==> src/hw/rtl/w104_pkg.sv <==
// Shared types and constants for the 104-bit passphrase key derivation block.
// Holds the MD5 round tables, chaining init values, FSM encodings and the
// request struct. No dependencies.
package w104_pkg;

    localparam int BLOCK_BYTES = 64;
    localparam int BLOCK_WORDS = 16;
    localparam int MD5_ROUNDS  = 64;

    localparam logic [31:0] SINE_TAB [MD5_ROUNDS] = '{
        32'hd76aa478, 32'he8c7b756, 32'h242070db, 32'hc1bdceee,
        32'hf57c0faf, 32'h4787c62a, 32'ha8304613, 32'hfd469501,
        32'h698098d8, 32'h8b44f7af, 32'hffff5bb1, 32'h895cd7be,
        32'h6b901122, 32'hfd987193, 32'ha679438e, 32'h49b40821,
        32'hf61e2562, 32'hc040b340, 32'h265e5a51, 32'he9b6c7aa,
        32'hd62f105d, 32'h02441453, 32'hd8a1e681, 32'he7d3fbc8,
        32'h21e1cde6, 32'hc33707d6, 32'hf4d50d87, 32'h455a14ed,
        32'ha9e3e905, 32'hfcefa3f8, 32'h676f02d9, 32'h8d2a4c8a,
        32'hfffa3942, 32'h8771f681, 32'h6d9d6122, 32'hfde5380c,
        32'ha4beea44, 32'h4bdecfa9, 32'hf6bb4b60, 32'hbebfbc70,
        32'h289b7ec6, 32'heaa127fa, 32'hd4ef3085, 32'h04881d05,
        32'hd9d4d039, 32'he6db99e5, 32'h1fa27cf8, 32'hc4ac5665,
        32'hf4292244, 32'h432aff97, 32'hab9423a7, 32'hfc93a039,
        32'h655b59c3, 32'h8f0ccc92, 32'hffeff47d, 32'h85845dd1,
        32'h6fa87e4f, 32'hfe2ce6e0, 32'ha3014314, 32'h4e0811a1,
        32'hf7537e82, 32'hbd3af235, 32'h2ad7d2bb, 32'heb86d391
    };

    localparam logic [4:0] ROT_TAB [16] = '{
        5'd7, 5'd12, 5'd17, 5'd22, 5'd5, 5'd9, 5'd14, 5'd20,
        5'd4, 5'd11, 5'd16, 5'd23, 5'd6, 5'd10, 5'd15, 5'd21
    };

    localparam logic [31:0] CHAIN_INIT [4] = '{
        32'h67452301, 32'hefcdab89, 32'h98badcfe, 32'h10325476
    };

    // padding block for a 64-byte message: 0x80 marker, bit length 512
    localparam logic [3:0]  PAD_MARK_IDX = 4'd0;
    localparam logic [31:0] PAD_MARK_W   = 32'h0000_0080;
    localparam logic [3:0]  PAD_LEN_IDX  = 4'd14;
    localparam logic [31:0] PAD_LEN_W    = 32'h0000_0200;

    typedef enum logic [2:0] {
        S_LOAD,
        S_FILL,
        S_H1,
        S_W1,
        S_H2,
        S_W2,
        S_EMIT
    } t_seq_state;

    typedef enum logic [2:0] {
        M_IDLE,
        M_FETCH,
        M_SUM,
        M_ROT,
        M_ADD
    } t_md5_state;

    typedef struct packed {
        logic start;
        logic pad;      // 1: hash the constant padding block
    } t_md5_req;

endpackage

==> src/hw/rtl/w104_ram.sv <==
// Generic simple dual-port RAM: one write port, one read port, registered read.
// No dependencies.
module w104_ram #(
    parameter int WIDTH = 8,
    parameter int DEPTH = 64
) (
    input  logic                     i_clk,
    input  logic                     i_we,
    input  logic [$clog2(DEPTH)-1:0] i_waddr,
    input  logic [WIDTH-1:0]         i_wdata,
    input  logic [$clog2(DEPTH)-1:0] i_raddr,
    output logic [WIDTH-1:0]         o_rdata
);

    logic [WIDTH-1:0] r_mem [DEPTH];
    logic [WIDTH-1:0] r_rdata;

    always_ff @(posedge i_clk) begin
        if (i_we) begin
            r_mem[i_waddr] <= i_wdata;
        end
        r_rdata <= r_mem[i_raddr];
    end

    assign o_rdata = r_rdata;

endmodule

==> src/hw/rtl/w104_md5.sv <==
// MD5 compression engine: one shared round datapath stepped 64 times, each
// round passing through fetch, sum and rotate states, then the chaining add.
// Depends on w104_pkg; message words come from the block RAM in the top level.
module w104_md5 (
    input  logic              i_clk,
    input  logic              i_rst_n,
    input  w104_pkg::t_md5_req i_req,
    output logic [3:0]        o_raddr,
    input  logic [31:0]       i_rdata,
    output logic              o_done,
    output logic [127:0]      o_digest
);
    import w104_pkg::*;

    t_md5_state  r_state, n_state;
    logic [31:0] r_chain [4];
    logic [31:0] r_a, r_b, r_c, r_d;
    logic [5:0]  r_round;
    logic        r_pad;
    logic [3:0]  r_g;
    logic [31:0] r_ak;
    logic [31:0] r_t;
    logic        r_done;

    logic [1:0]  w_grp;
    logic [3:0]  w_r4;
    logic [3:0]  w_g;
    logic [31:0] w_f;
    logic [31:0] w_msg;
    logic [4:0]  w_s;
    logic [63:0] w_rot2;
    logic [31:0] w_rot;

    assign w_grp = r_round[5:4];
    assign w_r4  = r_round[3:0];
    assign w_s   = ROT_TAB[{w_grp, r_round[1:0]}];

    always_comb begin
        case (w_grp)
            2'd0: begin
                w_g = w_r4;
                w_f = (r_b & r_c) | (~r_b & r_d);
            end
            2'd1: begin
                w_g = (w_r4 << 2) + w_r4 + 4'd1;
                w_f = (r_b & r_d) | (r_c & ~r_d);
            end
            2'd2: begin
                w_g = (w_r4 << 1) + w_r4 + 4'd5;
                w_f = r_b ^ r_c ^ r_d;
            end
            default: begin
                w_g = (w_r4 << 3) - w_r4;
                w_f = r_c ^ (r_b | ~r_d);
            end
        endcase
    end

    always_comb begin
        if (!r_pad) begin
            w_msg = i_rdata;
        end else if (r_g == PAD_MARK_IDX) begin
            w_msg = PAD_MARK_W;
        end else if (r_g == PAD_LEN_IDX) begin
            w_msg = PAD_LEN_W;
        end else begin
            w_msg = '0;
        end
    end

    assign w_rot2 = {r_t, r_t} << w_s;
    assign w_rot  = w_rot2[63:32];

    assign o_raddr  = w_g;
    assign o_done   = r_done;
    assign o_digest = {r_chain[3], r_chain[2], r_chain[1], r_chain[0]};

    always_comb begin
        n_state = r_state;
        case (r_state)
            M_IDLE:  if (i_req.start) n_state = M_FETCH;
            M_FETCH: n_state = M_SUM;
            M_SUM:   n_state = M_ROT;
            M_ROT:   n_state = (r_round == 6'(MD5_ROUNDS - 1)) ? M_ADD : M_FETCH;
            M_ADD:   n_state = M_IDLE;
            default: n_state = M_IDLE;
        endcase
    end

    always_ff @(posedge i_clk) begin
        if (!i_rst_n) begin
            r_state <= M_IDLE;
        end else begin
            r_state <= n_state;
        end
    end

    always_ff @(posedge i_clk) begin
        if (!i_rst_n) begin
            r_done  <= 1'b0;
            r_round <= '0;
            r_pad   <= 1'b0;
            for (int i = 0; i < 4; i++) begin
                r_chain[i] <= CHAIN_INIT[i];
            end
        end else begin
            r_done <= 1'b0;
            case (r_state)
                M_IDLE: begin
                    if (i_req.start) begin
                        r_round <= '0;
                        r_pad   <= i_req.pad;
                        if (!i_req.pad) begin
                            for (int i = 0; i < 4; i++) begin
                                r_chain[i] <= CHAIN_INIT[i];
                            end
                        end
                    end
                end
                M_ROT: begin
                    r_round <= r_round + 6'd1;
                end
                M_ADD: begin
                    r_chain[0] <= r_chain[0] + r_a;
                    r_chain[1] <= r_chain[1] + r_b;
                    r_chain[2] <= r_chain[2] + r_c;
                    r_chain[3] <= r_chain[3] + r_d;
                    r_done     <= 1'b1;
                end
                default: ;
            endcase
        end
    end

    // working words and round temporaries
    always_ff @(posedge i_clk) begin
        case (r_state)
            M_IDLE: begin
                if (i_req.start) begin
                    if (!i_req.pad) begin
                        r_a <= CHAIN_INIT[0];
                        r_b <= CHAIN_INIT[1];
                        r_c <= CHAIN_INIT[2];
                        r_d <= CHAIN_INIT[3];
                    end else begin
                        r_a <= r_chain[0];
                        r_b <= r_chain[1];
                        r_c <= r_chain[2];
                        r_d <= r_chain[3];
                    end
                end
            end
            M_FETCH: begin
                r_g  <= w_g;
                r_ak <= r_a + SINE_TAB[r_round];
            end
            M_SUM: begin
                r_t <= w_f + r_ak + w_msg;
            end
            M_ROT: begin
                r_a <= r_d;
                r_d <= r_c;
                r_c <= r_b;
                r_b <= r_b + w_rot;
            end
            default: ;
        endcase
    end

endmodule

==> src/hw/rtl/wep_104_md5_passphrase_key.sv <==
// 104-bit WEP key from a passphrase: MD5 over the passphrase repeated to 64 bytes.
// Top level; depends on w104_pkg, w104_ram and w104_md5.
//
// Input stream: one nonzero passphrase character per transfer in tdata[7:0],
// tlast on the final character. The first 64 characters are kept, later ones
// and zero characters are dropped. Non-final characters are taken one per cycle.
// After the final character the block drops tready for the whole derivation:
// it expands the phrase into the block RAM (one byte per cycle through the
// phrase RAM read port), then runs two MD5 compressions of 64 rounds each on
// the shared round datapath.
// Output stream: KEY_BYTES transfers, tdata[7:0] digest byte, tdata[11:8] its
// index, tlast on the final byte. A stalled receiver simply holds the current
// byte; nothing is lost. After the last key byte the block takes a new phrase.
// Reset (synchronous, active low) empties the phrase and idles the engine; the
// RAM contents are not cleared.
module wep_104_md5_passphrase_key #(
    parameter int KEY_BYTES = 13
) (
    input  logic        i_clk,
    input  logic        i_rst_n,
    input  logic        i_s_axis_tvalid,
    output logic        o_s_axis_tready,
    input  logic [7:0]  i_s_axis_tdata,   // [7:0] pass_byte
    input  logic        i_s_axis_tlast,   // pass_last
    output logic        o_m_axis_tvalid,
    input  logic        i_m_axis_tready,
    output logic [15:0] o_m_axis_tdata,   // [7:0] key_byte, [11:8] key_index, rest zero
    output logic        o_m_axis_tlast    // key_last
);
    import w104_pkg::*;

    t_seq_state  r_state, n_state;
    logic [6:0]  r_len;
    logic [5:0]  r_j;
    logic [6:0]  r_fcnt;
    logic        r_pend;
    logic [5:0]  r_pos;
    logic [23:0] r_acc;
    logic [3:0]  r_kidx;

    logic        w_in_xfer;
    logic        w_out_xfer;
    logic        w_key_last;
    logic        w_ph_we;
    logic [7:0]  w_ph_rdata;
    logic [7:0]  w_fbyte;
    logic        w_blk_we;
    logic [31:0] w_blk_wdata;
    logic [3:0]  w_blk_raddr;
    logic [31:0] w_blk_rdata;
    t_md5_req    w_req;
    logic        w_md5_done;
    logic [127:0] w_digest;

    assign w_in_xfer  = i_s_axis_tvalid && o_s_axis_tready;
    assign w_out_xfer = o_m_axis_tvalid && i_m_axis_tready;
    assign w_key_last = (r_kidx == 4'(KEY_BYTES - 1));
    assign w_ph_we    = w_in_xfer && (i_s_axis_tdata != 8'd0) && (r_len < 7'(BLOCK_BYTES));

    // empty phrase hashes an all-zero block
    assign w_fbyte     = (r_len == 7'd0) ? 8'd0 : w_ph_rdata;
    assign w_blk_we    = r_pend && (r_pos[1:0] == 2'd3);
    assign w_blk_wdata = {w_fbyte, r_acc};

    w104_ram #(.WIDTH(8), .DEPTH(BLOCK_BYTES)) u_phrase (
        .i_clk   (i_clk),
        .i_we    (w_ph_we),
        .i_waddr (r_len[5:0]),
        .i_wdata (i_s_axis_tdata),
        .i_raddr (r_j),
        .o_rdata (w_ph_rdata)
    );

    w104_ram #(.WIDTH(32), .DEPTH(BLOCK_WORDS)) u_block (
        .i_clk   (i_clk),
        .i_we    (w_blk_we),
        .i_waddr (r_pos[5:2]),
        .i_wdata (w_blk_wdata),
        .i_raddr (w_blk_raddr),
        .o_rdata (w_blk_rdata)
    );

    w104_md5 u_md5 (
        .i_clk    (i_clk),
        .i_rst_n  (i_rst_n),
        .i_req    (w_req),
        .o_raddr  (w_blk_raddr),
        .i_rdata  (w_blk_rdata),
        .o_done   (w_md5_done),
        .o_digest (w_digest)
    );

    always_comb begin
        n_state         = r_state;
        o_s_axis_tready = 1'b0;
        o_m_axis_tvalid = 1'b0;
        w_req.start     = 1'b0;
        w_req.pad       = 1'b0;
        case (r_state)
            S_LOAD: begin
                o_s_axis_tready = 1'b1;
                if (w_in_xfer && i_s_axis_tlast) n_state = S_FILL;
            end
            S_FILL: begin
                if (r_fcnt == 7'(BLOCK_BYTES) && !r_pend) n_state = S_H1;
            end
            S_H1: begin
                w_req.start = 1'b1;
                n_state     = S_W1;
            end
            S_W1: begin
                if (w_md5_done) n_state = S_H2;
            end
            S_H2: begin
                w_req.start = 1'b1;
                w_req.pad   = 1'b1;
                n_state     = S_W2;
            end
            S_W2: begin
                if (w_md5_done) n_state = S_EMIT;
            end
            S_EMIT: begin
                o_m_axis_tvalid = 1'b1;
                if (w_out_xfer && w_key_last) n_state = S_LOAD;
            end
            default: n_state = S_LOAD;
        endcase
    end

    always_ff @(posedge i_clk) begin
        if (!i_rst_n) begin
            r_state <= S_LOAD;
        end else begin
            r_state <= n_state;
        end
    end

    always_ff @(posedge i_clk) begin
        if (!i_rst_n) begin
            r_len  <= '0;
            r_j    <= '0;
            r_fcnt <= '0;
            r_pend <= 1'b0;
            r_kidx <= '0;
        end else begin
            r_pend <= 1'b0;
            case (r_state)
                S_LOAD: begin
                    if (w_ph_we) r_len <= r_len + 7'd1;
                    r_j    <= '0;
                    r_fcnt <= '0;
                end
                S_FILL: begin
                    // issue one phrase read per cycle, wrapping at the phrase length
                    if (r_fcnt != 7'(BLOCK_BYTES)) begin
                        r_fcnt <= r_fcnt + 7'd1;
                        r_pend <= 1'b1;
                        r_j    <= ({1'b0, r_j} + 7'd1 == r_len) ? 6'd0 : r_j + 6'd1;
                    end
                end
                S_W2: begin
                    r_kidx <= '0;
                end
                S_EMIT: begin
                    if (w_out_xfer) begin
                        r_kidx <= r_kidx + 4'd1;
                        if (w_key_last) r_len <= '0;
                    end
                end
                default: ;
            endcase
        end
    end

    always_ff @(posedge i_clk) begin
        if (r_state == S_FILL) begin
            r_pos <= r_fcnt[5:0];
        end
        if (r_pend) begin
            r_acc <= {w_fbyte, r_acc[23:8]};
        end
    end

    assign o_m_axis_tdata = {4'd0, r_kidx, w_digest[{r_kidx, 3'b000} +: 8]};
    assign o_m_axis_tlast = w_key_last;

endmodule

==> config.mk <==
export PLATFORM = sky130hd
export DESIGN_NAME = wep_104_md5_passphrase_key
export DESIGN_NICKNAME = d
export VERILOG_FILES = /design/src/hw/rtl/w104_pkg.sv /design/src/hw/rtl/w104_ram.sv /design/src/hw/rtl/w104_md5.sv /design/src/hw/rtl/wep_104_md5_passphrase_key.sv
export SDC_FILE = /design/constraint.sdc
export NUM_CORES = 2
export LEC_CHECK = 0
export BUFFER_PORTS_ARGS = -buffer_cell sky130_fd_sc_hd__buf_2
export CORE_ASPECT_RATIO = 0.8
export CORE_MARGIN = 2
export CORE_UTILIZATION = 31
export CTS_CLUSTER_DIAMETER = 50
export DETAILED_ROUTE_END_ITERATION = 8
export GPL_TIMING_DRIVEN = 0
export PLACE_DENSITY = 0.57
export SLEW_MARGIN = 0
export SYNTH_ARGS = -nofsm -noshare
export SYNTH_HDL_FRONTEND = slang
export SYNTH_HIERARCHICAL = 1
export SYNTH_SLANG_ARGS = --single-unit
==> constraint.sdc <==
create_clock -name i_clk -period 9.4 [get_ports i_clk]
set_input_delay 1.41 -clock i_clk [delete_from_list [all_inputs] [get_ports i_clk]]
set_output_delay 1.41 -clock i_clk [all_outputs]
set_load 0.02 [all_outputs]
Word-level counts from Yosys, hierarchy flattened:

Memory sizes are Yosys's and may differ from the RTL's. A register that Yosys moved wholly into a read port is not among the register bits.
Index checks and enable logic that the tools add are counted.

* register bits: 265
* word-level logic and storage cells: 196
* memories: 5
* bits in read-only memories: 2128
* bits of input ports: 13
* RAM bits: 1152

* shift-type cells: 2
* reductions and logical operators: 27
* eq/ne operators: 29
* multiplexer cells: 70
* add/subtract/negate cells: 19
* bitwise logic cells: 22
* order comparisons: 3

Memories
* (no name shown): words 64, width 32, rd ports 1, clocked after memory_dff 0, write ports 0, RTL line w104_md5.sv:155 `r_ak <= r_a + SINE_TAB[r_round];`
* u_block.r_mem: words 16, width 32, rd ports 1, clocked after memory_dff 1, write ports 1, RTL line w104_ram.sv:15 `logic [WIDTH-1:0] r_mem [DEPTH];`
* u_phrase.r_mem: words 64, width 8, rd ports 1, clocked after memory_dff 1, write ports 1, RTL line w104_ram.sv:15
* u_md5.r_chain: words 4, width 32, rd ports 4, clocked after memory_dff 0, write ports 4, RTL line w104_md5.sv:16 `logic [31:0] r_chain [4];`
* (no name shown): words 16, width 5, rd ports 1, clocked after memory_dff 0, write ports 0, RTL line w104_md5.sv:36 `assign w_s = ROT_TAB[{w_grp, r_round[1:0]}];`

Operators with widths (count)
* two-way mux 32 bit: 20
* adder 32 bit: 8
* case mux 32 bit (2 select lines): 4
* bitwise AND 32 bit: 4
* indexed part select 128 x 8 -> 8 bit: 1
* OR 32 bit: 3
* case mux 32 bit (3 select lines): 1
* XOR 32 bit: 3
* NOT 32 bit: 2
* left shift 64 x 5 -> 64 bit: 1
* two-way mux 7 bit: 4
* case mux 7 bit (2 select lines): 2
* case mux 6 bit (2 select lines): 2
* two-way mux 3 bit: 7
* case mux 3 bit (7 select lines): 1
* two-way mux 1 bit: 18
* two-way mux 6 bit: 3
* adder 7 x 1 -> 7 bit (second input constant): 2
* adder 6 x 1 -> 6 bit (second input constant): 2
* == test 3 x 2 -> 1 bit (second input constant): 4
* == test 3 bit (second input constant): 4
* inequality test 2 bit (second input constant): 6
* case mux 3 bit (4 select lines): 1
* case mux 4 bit (3 select lines): 1
* 37 further kinds: 68

Depth between registers and ports, before layout:

* depth in word-level cells: 9
* depth in mapped cells: 30
* mapped depth without buffers: 25

Modules after synthesis:

Netlist, hierarchy kept.

By module, submodules not included
* w104_md5: times used 1, area an instance 31282.5 µm², cells each 3751
* w104_ram at u_phrase: times used 1, area an instance 20166.8 µm², cells each 940
* w104_ram at u_block: times used 1, area an instance 19854.0 µm², cells each 838
* wep_104_md5_passphrase_key: times used 1, area an instance 3662.3 µm², cells each 320

Worst setup path before layout:

OpenSTA, ideal clock, no wires.

* path kind: register to register
* from: register u_md5.r_round[0]
* to: register u_md5.r_b[30] (data pin)
* data required time: 9.145 ns
* clock period less this slack: 6.048 ns
* setup time: 0.255 ns
* stages on the path, launching flop included: 30
* path slack: 3.352 ns
* path buffers: 5
* arrival: 5.793 ns
* path through: dfxtp_1 buf_2 inv_1 clkbuf_1 ha_1 inv_2 mux4_2 buf_6 buf_2 buf_2 mux2_2 o21ai_0 nand2_1 o21ai_0 nand2_1 o21ai_0 mux2i_1 ha_1 inv_1 fa_1 nor2b_1 o31a_1 o31ai_1 a21boi_0 a21o_1 a311o_1 a221oi_1 o2111ai_1 mux2i_1 nor2_1

* word-level cells in the longest chain between the ends: 7

Ends and longest elaborated chain
* start, declared: RTL line w104_md5.sv:18 `logic [5:0] r_round;`
* start signal, assigned: RTL line w104_md5.sv:121 `r_round <= r_round + 6'd1;`
* NOT 4 -> 5 bit (implied by the code): RTL line w104_md5.sv:36
* memory (16 x 5 bit)
* two-way mux 5 bit (implied by the code) (2 in a row): RTL line w104_md5.sv:36
* left shift 64 x 5 -> 64 bit: RTL line w104_md5.sv:71 `assign w_rot2 = {r_t, r_t} << w_s;`
* adder 32 bit: RTL line w104_md5.sv:164 `r_b <= r_b + w_rot;`
* case mux 32 bit (2 select lines): RTL line w104_md5.sv:137 `case (r_state)`
* end signal, assigned: RTL line w104_md5.sv:142 `r_b <= CHAIN_INIT[1];`
* end signal, assigned: RTL line w104_md5.sv:147 `r_b <= r_chain[1];`
* end signal, assigned: RTL line w104_md5.sv:164
* end, declared: RTL line w104_md5.sv:17 `logic [31:0] r_a, r_b, r_c, r_d;`

No other way between the ends. The select of a mux whose other input is x is not followed.
A chain may end at the register's enable or synchronous reset.

Worst setup path after layout:

* from: register u_md5.r_round[0]
* to: register u_md5.r_b[31] (data pin)

The elaborated chain is that of the path after synthesis.

==> impl_summary.md <==
CTS
The level count of the clock H-tree is 4. After clock tree synthesis, the clock-pin slew on the worst setup and hold paths is 0.06 ns. The post-cts sizing count is 0. The maximum root-to-sink buffer count is 4.

CTS saw 1457 sinks. The root buffer cell is clkbuf_16. The clock reaches the later pin of the worst-skew pair after 0.86 ns. The post-CTS setup-driven buffer insertion count is 0. Counting the buffers created by CTS gives 168.

TritonCTS built the clock tree. The quantity of hold-fixing buffers added after cts is 0.

STA
Dividing the final minimum period by the clock period gives 95.0%. The total count of hold-check failures in the final report is 0. The worst slew margin relative to its limit is 2.47%. For this run, the top clock speed supported by timing is 0.112 GHz. Setup repair after global routing left no endpoint under its margin.

The time the final worst path needs with I/O delays and setup is 8.93 ns. The number of pins exceeding their max-slew limit in the final report is 0. After routing, the total negative slack on setup checks comes to 0 ns.

The maximum clock skew at final layout is 0.0910 ns. The number of setup violations in the final report is 0. For the pin with the worst max-slew slack, the measured transition is 1.43 ns.

Setup path
The family with the most delay on the worst path is buffers and inverters. The worst setup path is launched from a flop. The cell that appears most often on the critical path is mux2i_1. The cell with the largest stage delay on the worst path is clkbuf_1.

The number of buffer and inverter instances along the worst setup path is 7. The data arrival time at the worst-slack endpoint is 9.43 ns. The maximum fanout encountered on the critical timing path is 16.

The worst reg2reg path startpoint is u_md5/r_round[0]. The worst setup path is of the flop to flop kind. The setup slack of the worst register-to-register path is 0.47 ns.

The critical path launch point is u_md5/r_round[0]. STA classifies the critical path endpoint as a flop. The delay of the slowest cell on the worst path is 0.94 ns.

At the worst endpoint, the required time is 9.90 ns.

Global route
The global-route usage over all layers is 20.8%. For this run the aggregate overflow at the end of global routing stands at 0. The number of global-route vias before repair is 50246. The number of antenna violations at the first check in global routing is 12.

The first global-routing pass estimated 372000 µm of wire. The pin count of the biggest net entering global routing is 95.

Final layout
Across the whole layout, storage elements account for 42600 µm². The area growth from synthesis to final layout is 13.8%. The final-layout fill cell count is 23426. The area of combinational cells with multiple inputs is 30200 µm². The post-route netlist has 13.2% of its cells at a drive strength greater than 1. After the last flow step, the layout net total stands at 6388. Summing all non-filler instances in the final layout gives an area of 85300 µm².

Place
The total half-perimeter wirelength after legalization and detailed placement is 192000 µm. The placed standard-cell area is 79800 µm². The congestion estimate from routability-driven global placement came to 1.02. Input and output buffers added on the ports amount to 27.

Detailed routing
The DRC violation count after routing is 0. The routed via count is 53653. Wires add up to 263000 µm.

The number of nets with antenna violations after detailed routing is 0. The first TritonRoute pass finished after 8 iterations. The via density per instance is 5.71. The detailed router finished its first iteration with 7442 violations. After detailed routing, the average wire length per cell comes to 28.0 µm.

Synthesis
Summing every instance area after synthesis gives 75000 µm². The flop and latch count out of synthesis is 1457. Averaged over all synthesized cells, the footprint is 12.8 µm². In the synthesized netlist the dominant register cell turns out to be edfxtp_1.

The part of the Yosys area used for sequential elements is 56.9%. The number of enable-type register cells in the synthesized netlist is 1346. Counting flops with an async set or reset pin after synthesis yields a share of 0%. The number of different library cells used by synthesis comes to 101.

The post-synthesis instance total is 5849. The total number of yosys warnings is 6. Sorting the synthesized cells by area gives the leading types as edfxtp_1 (54%), mux4_2 (9.0%), ha_1 (4.2%), dfxtp_1 (3.0%), nand2_1 (2.6%). The biggest area contributor in the post-synthesis netlist is edfxtp_1. The synthesized design devotes to its leading area cell type 53.9% of total area.

Die
The initial core utilization is 31.2%. The horizontal extent of the die is 554 µm. The floorplan core area is 241000 µm². The vertical die dimension is 444 µm. The die covers 246000 µm². After floorplanning, the core was divided into 161 placement rows. For this design the top-level I/O count stands at 32.

Power
The maximum ir drop on the vdd rail is 0.000137 V. For this design the static power due to leakage is 28.7 nW. In this run the power density over the cells is 203 nW/µm².

Status
The flow ran to the end, but the final reports show violations. The checks that failed: capacitance limit.

Hold path
The worst hold path belongs to the class flop to flop. The worst hold path begins at r_fcnt[5].

Run
Max-cap violations in this run came to 1.
flip-flops by register name, indices dropped and copies added, names as in the netlist:
name / cells
r_pos: 6
u_md5/r_t: 32
u_block/r_mem: 512
r_len: 7
r_state: 3
u_phrase/o_rdata: 8
u_md5/r_pad: 1
u_md5/r_b: 32
u_block/o_rdata: 32
r_acc: 24
u_md5/r_a: 32
u_md5/r_g: 4
r_fcnt: 7
u_md5/o_done: 1
u_md5/r_d: 32
r_pend: 1
u_md5/r_chain: 128
u_md5/r_ak: 32
u_md5/r_c: 32
u_md5/r_state: 3
r_j: 6
u_phrase/r_mem: 512
u_md5/r_round: 6
r_kidx: 4
Yosys cell counts (all sizes together) (116+ instances only):
library cell,instances
nor2,408
a21oi,360
inv,210
nand3,180
clkbuf,206
ha,252
mux4,300
o21ai,283
mux2i,127
edfxtp,1346
nand2,528
buf,116
xnor2,144
layout by cell type, fill, tap and decap left out, types with 20 or more instances in the layout:
cell and instances:
buf_1 39, a211oi_1 68, nor3b_1 25, xnor2_1 142, or2_2 39, o31ai_1 20, and2_1 45, mux2_2 27
o21ai_0 276, a311oi_1 23, mux4_2 300, nand2_1 528, a221oi_1 20, a22oi_1 69, a21oi_1 359, inv_1 206
nor2b_1 54, o211ai_1 76, clkbuf_16 170, nor3_1 88, a21o_1 105, clkinv_2 22, a31oi_1 93, o21a_1 37
xor2_1 82, buf_4 32, nand4_1 23, nand3_1 180, mux2i_1 125, nor2_1 396, ha_1 252, dfxtp_1 110
edfxtp_1 1346, fa_1 39, clkbuf_1 239, buf_2 61, and3_1 27, buf_6 25, nand2b_1 62
metrics by stage:
stage               setup slack [ns]  instances  hold slack (ns)  utilization (%)  total power, mW
finish                         0.468       9395            0.521             35.5             17.3
global route                   0.145       9389            0.533             35.5             18.0
CTS                            0.833       9389            0.522             35.5             17.4
detailed placement             0.920       9092            0.500             33.2             10.8
global placement               0.834       9057            0.486             32.9             10.7
floorplan                       3.35       5852            0.447                -             9.72
cells by family (layout without fill, tap and decap cells):
kind of cell               Yosys count  count (layout)  synth area share, %
muxes                              455             455                 11.2
xor gates and xnor gates           227             227                 2.68
AOI/OAI and AO/OA                 1329            1329                 11.4
buffers and inverters              533             892                 3.03
and+or+nand+nor                   1556            1556                 9.57
DFF                               1457            1457                 56.9
adders and majority gates          291             291                 5.25
other                                1              10              0.00500
final timing paths:
| check | cells after the start | end |
|---|---|---|
| setup / recovery | 26 | u_md5/r_b[31] |
| hold / removal | 0 | r_pos[5] |
| setup reg to reg | 26 | u_md5/r_b[31] |
| hold reg to reg | 0 | r_pos[5] |
area by class of cell:
type | instances | share of cell area [%]
Inverter | 211 | 0.937
Buffer | 322 | 1.73
Sequential cell | 1457 | 50.0
Timing Repair Buffer | 62 | 0.796
Tap cell | 3178 | 4.66
Clock inverter | 87 | 1.24
Antenna cell | 6 | 0.0176
Multi-Input combinational cell | 3862 | 35.4
Clock buffer | 210 | 5.23
metal layers:
metal / vias up / track usage [%] / wire length [µm]
met5: - / 0 / 39
met2: 2998 / 29.6 / 109000
met4: 6 / 6.96 / 9630
met3: 481 / 5.25 / 28700
li1: 22935 / - / -
met1: 27233 / 30.6 / 116000
where the power goes:
group | switching, mW | internal (mW) | leakage [nW]
Combinational | 1.92 | 1.15 | 13.1
Sequential | 0.258 | 7.38 | 12.9
Clock | 2.72 | 3.92 | 2.69
worst reg2reg max path: stages, from the launching register on:
cell	delay [ns]
dfxtp_1	0.46
buf_2	0.33
inv_1	0.18
clkbuf_1	0.94
ha_1	0.30
buf_1	0.81
mux4_2	0.55
buf_6	0.17
buf_2	0.25
buf_2	0.33
mux2i_1	0.43
mux2i_1	0.25
mux2i_1	0.24
mux2i_1	0.12
nand2_1	0.10
nand2_1	0.14
ha_1	0.32
a211o_1	0.30
a21oi_1	0.26
o31ai_1	0.12
a31oi_1	0.55
nor4_1	0.16
nor4bb_1	0.61
o41ai_1	0.16
a21oi_1	0.20
xnor2_1	0.21
a21oi_1	0.12
Note: power is estimated with default switching activity, not from simulation.
